--- src/rtl/assert_macros.svh ---
// ----------------------------------------------------------------------------
// assert_macros.svh
// Concurrent assertion helpers shared by the RTL.
// ----------------------------------------------------------------------------
`ifndef ASSERT_MACROS_SVH
`define ASSERT_MACROS_SVH

`ifndef ASSERT_OFF
`define CTF_ASSERT(lbl, clk, rstn, prop) \
    lbl: assert property (@(posedge clk) disable iff (!rstn) prop) \
        else $error("assertion failed");
`define CTF_ASSERT_NEVER(lbl, clk, rstn, expr) \
    lbl: assert property (@(posedge clk) disable iff (!rstn) !(expr)) \
        else $error("forbidden condition");
`else
`define CTF_ASSERT(lbl, clk, rstn, prop)
`define CTF_ASSERT_NEVER(lbl, clk, rstn, expr)
`endif

`endif

--- src/rtl/ctf_pkg.sv ---
// ----------------------------------------------------------------------------
// ctf_pkg
// Types, constants and helpers for the complementary tilt filter.
// ----------------------------------------------------------------------------
package ctf_pkg;

    localparam int CW           = 34;
    localparam int CORDIC_STEPS = 28;
    localparam int DIV_STEPS    = 48;
    localparam int CNT_W        = 6;
    localparam int CFG_IDX_W    = 8;
    localparam int CFG_DATA_W   = 32;

    localparam logic [CFG_IDX_W-1:0] CFG_BLEND  = 8'd0;
    localparam logic [CFG_IDX_W-1:0] CFG_PERIOD = 8'd1;

    localparam logic [15:0] BLEND_RESET  = 16'd1311;
    localparam logic [19:0] PERIOD_RESET = 20'd2521;

    localparam logic signed [35:0] Q30_PI      = 36'sd3373259426;
    localparam logic signed [35:0] Q30_HALF_PI = 36'sd1686629713;
    localparam logic signed [35:0] Q30_TWO_PI  = 36'sd6746518852;
    localparam logic signed [CW-1:0] GAIN_INV  = 34'sd652032874;
    localparam logic signed [CW-1:0] Q30_ONE   = 34'sd1073741824;
    localparam logic signed [31:0] TAN_LIMIT   = 32'sd2147483647;
    localparam logic signed [63:0] RATE_LIMIT  = 64'sd1099511627775;

    typedef enum logic [3:0] {
        S_IDLE,
        S_SQRT,
        S_VEC_R_GO,
        S_VEC_R,
        S_DIV,
        S_VEC_P_GO,
        S_VEC_P,
        S_ROT_R_GO,
        S_ROT_R,
        S_ROT_P_GO,
        S_ROT_P,
        S_TAN,
        S_MUL,
        S_DONE
    } t_state;

    typedef enum logic [3:0] {
        M_SR_HI, M_SR_LO, M_GY_T, M_CR_HI, M_CR_LO, M_GZ_T, M_CR_GY, M_SR_GZ,
        M_RX_DH, M_RX_DL, M_R_KEEP, M_R_EST, M_RY_DH, M_RY_DL, M_P_KEEP, M_P_EST
    } t_mstep;

    typedef struct packed {
        logic start;
        logic vec;
    } t_cordic_cmd;

    function automatic logic signed [CW-1:0] arc_lookup(input logic [4:0] i);
        logic [31:0] v;
        unique case (i)
            5'd0:  v = 32'h3243F6A8;
            5'd1:  v = 32'h1DAC6705;
            5'd2:  v = 32'h0FADBAFC;
            5'd3:  v = 32'h07F56EA6;
            5'd4:  v = 32'h03FEAB76;
            5'd5:  v = 32'h01FFD55B;
            5'd6:  v = 32'h00FFFAAA;
            5'd7:  v = 32'h007FFF55;
            5'd8:  v = 32'h003FFFEA;
            5'd9:  v = 32'h001FFFFD;
            5'd10: v = 32'h000FFFFF;
            5'd11: v = 32'h0007FFFF;
            5'd12: v = 32'h0003FFFF;
            5'd13: v = 32'h0001FFFF;
            5'd14: v = 32'h0000FFFF;
            5'd15: v = 32'h00007FFF;
            5'd16: v = 32'h00003FFF;
            5'd17: v = 32'h00001FFF;
            5'd18: v = 32'h00000FFF;
            5'd19: v = 32'h000007FF;
            5'd20: v = 32'h000003FF;
            5'd21: v = 32'h000001FF;
            5'd22: v = 32'h000000FF;
            5'd23: v = 32'h0000007F;
            5'd24: v = 32'h0000003F;
            5'd25: v = 32'h0000001F;
            5'd26: v = 32'h0000000F;
            5'd27: v = 32'h00000008;
            default: v = 32'h0;
        endcase
        return $signed({2'b00, v});
    endfunction

    // {flip, angle in Q3.30 folded into +-pi/2}
    function automatic logic [CW:0] fold_angle(input logic signed [31:0] a28);
        logic signed [35:0] a;
        logic flip;
        a = 36'(a28) <<< 2;
        flip = 1'b0;
        if (a > Q30_PI) a = a - Q30_TWO_PI;
        if (a < -Q30_PI) a = a + Q30_TWO_PI;
        if (a > Q30_HALF_PI) begin
            a = a - Q30_PI;
            flip = 1'b1;
        end else if (a < -Q30_HALF_PI) begin
            a = a + Q30_PI;
            flip = 1'b1;
        end
        return {flip, a[CW-1:0]};
    endfunction

    function automatic logic signed [40:0] clamp_rate(input logic signed [63:0] v);
        logic signed [63:0] r;
        r = v;
        if (v > RATE_LIMIT) r = RATE_LIMIT;
        if (v < -RATE_LIMIT) r = -RATE_LIMIT;
        return r[40:0];
    endfunction

    function automatic logic signed [31:0] sat32(input logic signed [63:0] v);
        logic signed [63:0] r;
        r = v;
        if (v > 64'sd2147483647) r = 64'sd2147483647;
        if (v < -64'sd2147483648) r = -64'sd2147483648;
        return r[31:0];
    endfunction

endpackage

--- src/rtl/ctf_cordic.sv ---
// ----------------------------------------------------------------------------
// ctf_cordic
// Iterative CORDIC, one micro-rotation per cycle, vectoring or rotation.
// ----------------------------------------------------------------------------
module ctf_cordic import ctf_pkg::*; (
    input  logic                 i_clk,
    input  logic                 i_rst_n,
    input  t_cordic_cmd          i_cmd,
    input  logic signed [CW-1:0] i_x,
    input  logic signed [CW-1:0] i_y,
    input  logic signed [CW-1:0] i_z,
    output logic signed [CW-1:0] o_x,
    output logic signed [CW-1:0] o_y,
    output logic signed [CW-1:0] o_z,
    output logic                 o_busy,
    output logic                 o_done
);
    logic signed [CW-1:0] r_x, r_y, r_z, n_x, n_y, n_z;
    logic signed [CW-1:0] dx, dy, arc;
    logic [4:0] r_step;
    logic       r_busy, r_done, r_vec, minus;

    always_comb begin
        dx    = r_y >>> r_step;
        dy    = r_x >>> r_step;
        arc   = arc_lookup(r_step);
        minus = r_vec ? r_y[CW-1] : !r_z[CW-1];
        if (minus) begin
            n_x = r_x - dx;
            n_y = r_y + dy;
            n_z = r_z - arc;
        end else begin
            n_x = r_x + dx;
            n_y = r_y - dy;
            n_z = r_z + arc;
        end
    end

    always_ff @(posedge i_clk) begin
        if (!i_rst_n) begin
            r_busy <= 1'b0;
            r_done <= 1'b0;
            r_step <= '0;
        end else begin
            r_done <= 1'b0;
            if (i_cmd.start) begin
                r_busy <= 1'b1;
                r_step <= '0;
            end else if (r_busy) begin
                if (r_step == 5'(CORDIC_STEPS - 1)) begin
                    r_busy <= 1'b0;
                    r_done <= 1'b1;
                end else begin
                    r_step <= r_step + 5'd1;
                end
            end
        end
    end

    always_ff @(posedge i_clk) begin
        if (i_cmd.start) begin
            r_x   <= i_x;
            r_y   <= i_y;
            r_z   <= i_z;
            r_vec <= i_cmd.vec;
        end else if (r_busy) begin
            r_x <= n_x;
            r_y <= n_y;
            r_z <= n_z;
        end
    end

    assign o_x    = r_x;
    assign o_y    = r_y;
    assign o_z    = r_z;
    assign o_busy = r_busy;
    assign o_done = r_done;

endmodule

--- config.mk ---
export PLATFORM = sky130hd
export DESIGN_NAME = ctf_cordic
export DESIGN_NICKNAME = d
export VERILOG_FILES = /design/src/rtl/assert_macros.svh /design/src/rtl/ctf_pkg.sv /design/src/rtl/ctf_cordic.sv
export SDC_FILE = /design/constraint.sdc
export NUM_CORES = 1
export LEC_CHECK = 0
export BUFFER_PORTS_ARGS = -buffer_cell sky130_fd_sc_hd__buf_2
export CAP_MARGIN = 40
export CORE_MARGIN = 1
export CORE_UTILIZATION = 45
export CTS_CLUSTER_SIZE = 10
export DETAILED_ROUTE_END_ITERATION = 8
export REMOVE_ABC_BUFFERS = 1
export SYNTH_ARGS = -nofsm -noshare
export SYNTH_HDL_FRONTEND = slang
export SYNTH_SLANG_ARGS = --single-unit
--- constraint.sdc ---
create_clock -name i_clk -period 12 [get_ports i_clk]
set_input_delay 0.6 -clock i_clk [delete_from_list [all_inputs] [get_ports i_clk]]
set_output_delay 0.6 -clock i_clk [all_outputs]
set_load 0.02 [all_outputs]
==> run summary, run 1 <==
Placed Cells: 2535
Routed WL: 56.5 mm
DR WL met3: 3.90 mm
Final Slew Violations: 0
Rows: 70
Post-Place Cell Area: 0.0182 mm²
crit path launch type: flop
max cap viols: 0
H-tree depth: 4
first-pass GRT wire length: 87.6 mm
TritonCTS buffer count: 17
number of global-route vias before repair: 15355
via count: 16069
Die Wd: 195 µm
clock skew: 0.00651 ns
Die Y: 195 µm
worst path required time: 12.19 ns
Tcrit/Tclk final: 0.606
TNS Setup: 0 ns
area of the mapped netlist: 0.0168 mm²
routed wl met2: 27.0 mm
DR vias/cell: 6.26
Avg WL per Cell: 22.0 µm
DRC Markers: 0
Worst R2R End: o_y[33]
Fin. Hold Viols: 0
DIE AREA: 0.0381 mm²
RSZ-0062 raised after global routing: no
Total GRT Usage: 0.296
initial antenna violation count: 2
RePlAce Congestion: 0.970
core area: 0.0367 mm²
CTS resizes: 0
Setup CP Type: reg -> reg
Synth Warn #: 0
Worst setup EP type: flop
Tmin final: 7.27 ns
Cells after Synth: 1941
post-synthesis sequential area ratio: 0.228
CP Max Fanout: 69
Max transition margin: 0.373
Area contributors post-synth: edfxtp_1, ha_1, mux4_2
Fmax: 138 MHz
share of cells above drive strength 1: 0.185
most frequent cells in the layout: nand2_1, buf_2, o21ai_0, a21oi_1, nor2_1
Initial DRC Count: 1459
Synth top area share: 0.184
Ant. Diodes: 0
status: complete, no violations
Metal-1 WL: 23.9 mm
CTS tree: built
Min-Delay Path Depth: 1
main flop type after synthesis: edfxtp_1
PortBufs: 209
I/O pin total: 210
total gr overflow: 0
Hold WC Path Type: in -> reg
remaining antenna violation count: 0
Crit Reg-Reg Startpoint: r_step[1]
Critical Path AT: 7.46 ns
TritonRoute pass-1 iters: 7
CTS Root Cell: clkbuf_16
final setup fails: 0
FFs w/ async S/R, synth: 0
Yosys reg bits: 140
area delta synth->final: 11.7%
largest net degree at the start of global routing: 91
HPWL Detailed: 42.8 mm
EDFF count, synth: 103
Sink Count: 140
Final Core Density: 0.511
Post-CTS Setup Bufs: 0
Worst-Margin Slew: 0.940 ns
Avg Inst Size Synth: 8.65 µm²
highest metal used: met5
commonest non-fill, non-tap cell in the layout: nand2_1
synth unique cells: 90
Clk Latency, worst-skew pair: 0.46 ns
Worst Reg2Reg Path Length in Cells: 22
# hold bufs at CTS: 0
Total Nets Final: 2307
worst reg-to-reg setup slack: 4.73 ns
clk buf depth: 2
fin cells: 2567
starting density of the core: 0.457
Hold EP: r_vec
Final Instance Area: 0.0188 mm²
hold_sp: i_cmd[0]
Synth area leader: edfxtp_1
Clock Pin Slew Worst Setup and Hold Paths: 0.07 ns
[cells in the mapped netlist, drive strengths merged, types with 16 or more instances]
cell    number
a211oi      19
a21o        41
a21oi      146
a22oi       17
a31oi       20
and2        16
and3        23
buf         36
clkbuf      66
dfxtp       37
edfxtp     103
ha         112
inv         59
mux2        41
mux2i       41
mux4        78
nand2      231
nand2b      26
nand3       39
nor2       132
nor3        40
o211ai      16
o21a        22
o21ai      180
o31ai       30
xnor2       79
xor2        82
[metal layers]
layer	global-route usage	up-vias
met5	0	-
met4	0.106	4
met3	0.0577	101
met2	0.494	634
met1	0.381	7684
li1	-	7646
[per-stage QoR]
step	hold slack, ns	worst slack, ns
floorplan	0.627	3.29
global placement	0.630	4.96
detailed placement	0.615	4.84
CTS	0.321	4.81
global route	0.330	4.19
finish	0.346	4.73
[critical path: stages (launching register included)]
cell and delay (ns):
dfxtp_4 0.57, buf_4 0.77, mux4_1 0.64, mux2_2 0.32, mux2i_1 0.26, o211ai_1 0.20
or2_2 0.34, or3_1 0.49, nand4b_1 0.28, nor2_1 0.16, o22a_1 0.15, o31ai_1 0.08
ha_1 0.38, a2111o_1 0.46, a31oi_1 0.19, o21bai_1 0.09, nand3_1 0.12, o21ai_0 0.14
nor3_1 0.35, nor3_1 0.10, a2111oi_0 0.51, and3_1 0.25, o31ai_1 0.06
[how the worst max path moves through the flow]
| stage | from | slack (ns) | endpoint |
|---|---|---|---|
| floorplan | r_step[0] | 3.29 | o_y[33] |
| global placement | r_step[1] | 4.96 | o_y[33] |
| detailed placement | r_step[1] | 4.84 | o_y[33] |
| CTS | r_step[1] | 4.81 | o_y[33] |
| global route | r_step[1] | 4.19 | o_y[33] |
| finish | r_step[1] | 4.73 | o_y[33] |
[logic make-up after synthesis]
family | after synthesis | synth area share
flip-flops | 140 | 0.228
XOR/XNOR | 161 | 0.0840
AO/OA/AOI/OAI | 604 | 0.228
adder cells (fa/ha/maj) | 115 | 0.0871
buffers and inverters | 164 | 0.0401
AND/OR/NAND/NOR | 597 | 0.171
multiplexers | 160 | 0.162
[sequential cells by signal (all words and copies together), names as in the netlist]
signal / flops
o_busy: 1
o_y: 34
o_done: 1
r_step: 5
r_vec: 1
arc: 30
o_x: 34
o_z: 34
[layout make-up]
type                            instances  area (µm²)
Timing Repair Buffer                  228        1210
Sequential cell                       140        3840
Inverter                               62         233
Fill cell                            3605       17900
Clock buffer                           17         425
Tap cell                              468         586
Clock inverter                         15         150
Multi-Input combinational cell       1637       12300
Power of run 1 is not shown: default switching activity piles up to over one toggle a cycle in this logic, so the estimate is an artifact.
==> run 2: changes to the inputs <==
--- a/config.mk
+++ b/config.mk
@@ -11,6 +11,7 @@
 export CORE_UTILIZATION = 45
 export CTS_CLUSTER_SIZE = 10
 export DETAILED_ROUTE_END_ITERATION = 8
+export PLACE_DENSITY = 0.67
 export REMOVE_ABC_BUFFERS = 1
 export SYNTH_ARGS = -nofsm -noshare
 export SYNTH_HDL_FRONTEND = slang
==> constraint.sdc (replaced) <==
create_clock -name i_clk -period 6.1 [get_ports i_clk]
set_input_delay 0.305 -clock i_clk [delete_from_list [all_inputs] [get_ports i_clk]]
set_output_delay 0.305 -clock i_clk [all_outputs]
set_load 0.02 [all_outputs]
==> run 2 against run 1 <==
Effect of this change: via count up 6.6%; final area is 11% higher; flip-flop and latch count unchanged; clock skew increased by 0.0058 ns; die area is the same; global-route usage grew 1.8 points; critical path type unchanged; largest cell class unchanged.
==> run summary, run 2 (same netlist as run 1, synthesis figures left out) <==
total gr overflow: 0 (unchanged)
hold_sp: i_cmd[0]
Initial DRC Count: 1468 (+0.62%)
Routed WL: 61.1 mm (+8.2%)
Final Slew Violations: 0 (unchanged)
RePlAce Congestion: 1.00 (+3.5%)
core area: 0.0367 mm² (unchanged)
first-pass GRT wire length: 92.9 mm (+6.0%)
H-tree depth: 4 (unchanged)
worst reg-to-reg setup slack: 0.15 ns (-4.59 ns)
DRC Markers: 0 (unchanged)
pre-CTS setup slack: -0.307 ns (-5.15 ns)
starting density of the core: 0.457 (unchanged)
DIE AREA: 0.0381 mm² (unchanged)
via count: 17132 (+6.6%)
initial antenna violation count: 1 (-1)
Clk Latency, worst-skew pair: 0.47 ns (about the same)
number of global-route vias before repair: 16594 (+8.1%)
TritonRoute pass-1 iters: 7 (unchanged)
Crit Reg-Reg Startpoint: r_step[1]
Rows: 70 (unchanged)
Total Nets Final: 2525 (+9.4%)
DR WL met3: 3.28 mm (-16%)
Setup CP Type: reg -> reg
Sink Count: 140 (unchanged)
Tmin final: 5.95 ns (-1.31 ns)
largest net degree at the start of global routing: 93 (+2.2%)
Critical Path AT: 6.14 ns (-1.32 ns)
crit path launch type: flop
Tcrit/Tclk final: 0.976 (+0.371)
Fin. Hold Viols: 0 (unchanged)
area delta synth->final: 23.9%
RSZ-0062 raised after global routing: yes
Worst Reg2Reg Path Length in Cells: 22 (unchanged)
CTS Root Cell: clkbuf_16
Hold WC Path Type: in -> reg
most frequent cells in the layout: nand2_1, buf_4, buf_2, o21ai_0, a21oi_1
status: complete, no violations
DR vias/cell: 6.15 (-1.7%)
Crit. Startpoint: r_step[1]
Clock Pin Slew Worst Setup and Hold Paths: 0.07 ns (about the same)
clock skew: 0.0123 ns (+0.00578 ns)
Avg WL per Cell: 21.9 µm (-0.31%)
Worst-Margin Slew: 1.03 ns (+0.0910 ns)
worst path required time: 6.29 ns (-5.90 ns)
commonest non-fill, non-tap cell in the layout: nand2_1
clk buf depth: 2 (unchanged)
Die Wd: 195 µm (unchanged)
Worst R2R End: o_y[33]
CTS tree: built
Final WS setup: 0.145 ns (-4.59 ns)
I/O pin total: 210 (unchanged)
highest metal used: met4
fin cells: 2785 (+8.5%)
Max transition margin: 0.313 (-0.0607)
PortBufs: 209 (unchanged)
Total GRT Usage: 0.314 (+0.0178)
share of cells above drive strength 1: 0.289 (+0.104)
Die Y: 195 µm (unchanged)
routed wl met2: 30.4 mm (+13%)
Worst setup EP type: flop
Metal-1 WL: 25.5 mm (+6.9%)
Placed Cells: 2740 (+8.1%)
Ant. Diodes: 0 (unchanged)
HPWL Detailed: 47.6 mm (+11%)
TritonCTS buffer count: 17 (unchanged)
Fmax: 168 MHz (+22%)
CP Max Fanout: 6 (-91%)
Final Instance Area: 0.0208 mm² (+11%)
max cap viols: 0 (unchanged)
final setup fails: 0 (unchanged)
end of the critical path: o_y[33]
remaining antenna violation count: 0 (unchanged)
Post-Place Cell Area: 0.0197 mm² (+8.6%)
## run 2: what timing repair did
item                       4_1_cts  5_1_grt
gates resized for setup         29       68
cloned                           0        2
pin swaps                        6       36
hold buffers                     0        0
setup endpoints to repair       12       19
setup buffers                    4        8
## run 2: metal layers
| metal | track usage | vias to the layer above |
|---|---|---|
| li1 | - | 8064 |
| met1 | 0.392 | 8346 |
| met2 | 0.554 | 608 |
| met3 | 0.0461 | 114 |
| met4 | 0.102 | 0 |
| met5 | 0 | - |
## run 2: layout make-up
class	count	area, µm²
Fill cell	3317	15900
Multi-Input combinational cell	1637	12600
Timing Repair Buffer	446	2950
Clock buffer	19	464
Clock inverter	13	128
Inverter	62	233
Tap cell	468	586
Sequential cell	140	3840
## run 2: metrics by stage
| step | TNS [ns] | utilization | hold slack, ns |
|---|---|---|---|
| 5_1_grt | -0.278 | 0.567 | 0.0140 |
| 4_1_cts | 0 | 0.557 | 0.00748 |
| 3_3_place_gp | -2.02 | 0.538 | 0.485 |
| 2_1_floorplan | -83.51 | - | 0.404 |
| 6_report | 0 | 0.567 | 0.0253 |
| 3_5_place_dp | -2.23 | 0.538 | 0.486 |
## run 2: how the worst min path moves through the flow
stage	to	slack, ns	cells after the start
finish	r_vec	0.03	1
CTS	r_vec	0.007	1
global route	r_vec	0.01	1
detailed placement	r_vec	0.49	1
global placement	r_vec	0.49	1
floorplan	r_vec	0.40	0
## run 2: worst max-delay path, stage by stage, from the launching register on
cell,delay (ns)
dfxtp_4,0.43
buf_6,0.12
mux4_2,0.55
mux2_2,0.31
buf_4,0.14
a221oi_1,0.73
nand3b_1,0.15
or4_4,0.61
nor3b_4,0.23
a31o_2,0.18
xnor2_1,0.12
ha_1,0.27
a21o_1,0.19
nand2_1,0.07
nand2_1,0.05
a21o_1,0.18
or3_1,0.35
nor3_4,0.24
nor3_2,0.07
a2111oi_2,0.30
buf_4,0.17
and3_4,0.18
o31ai_2,0.06
Power of run 2 is left out for the same reason.
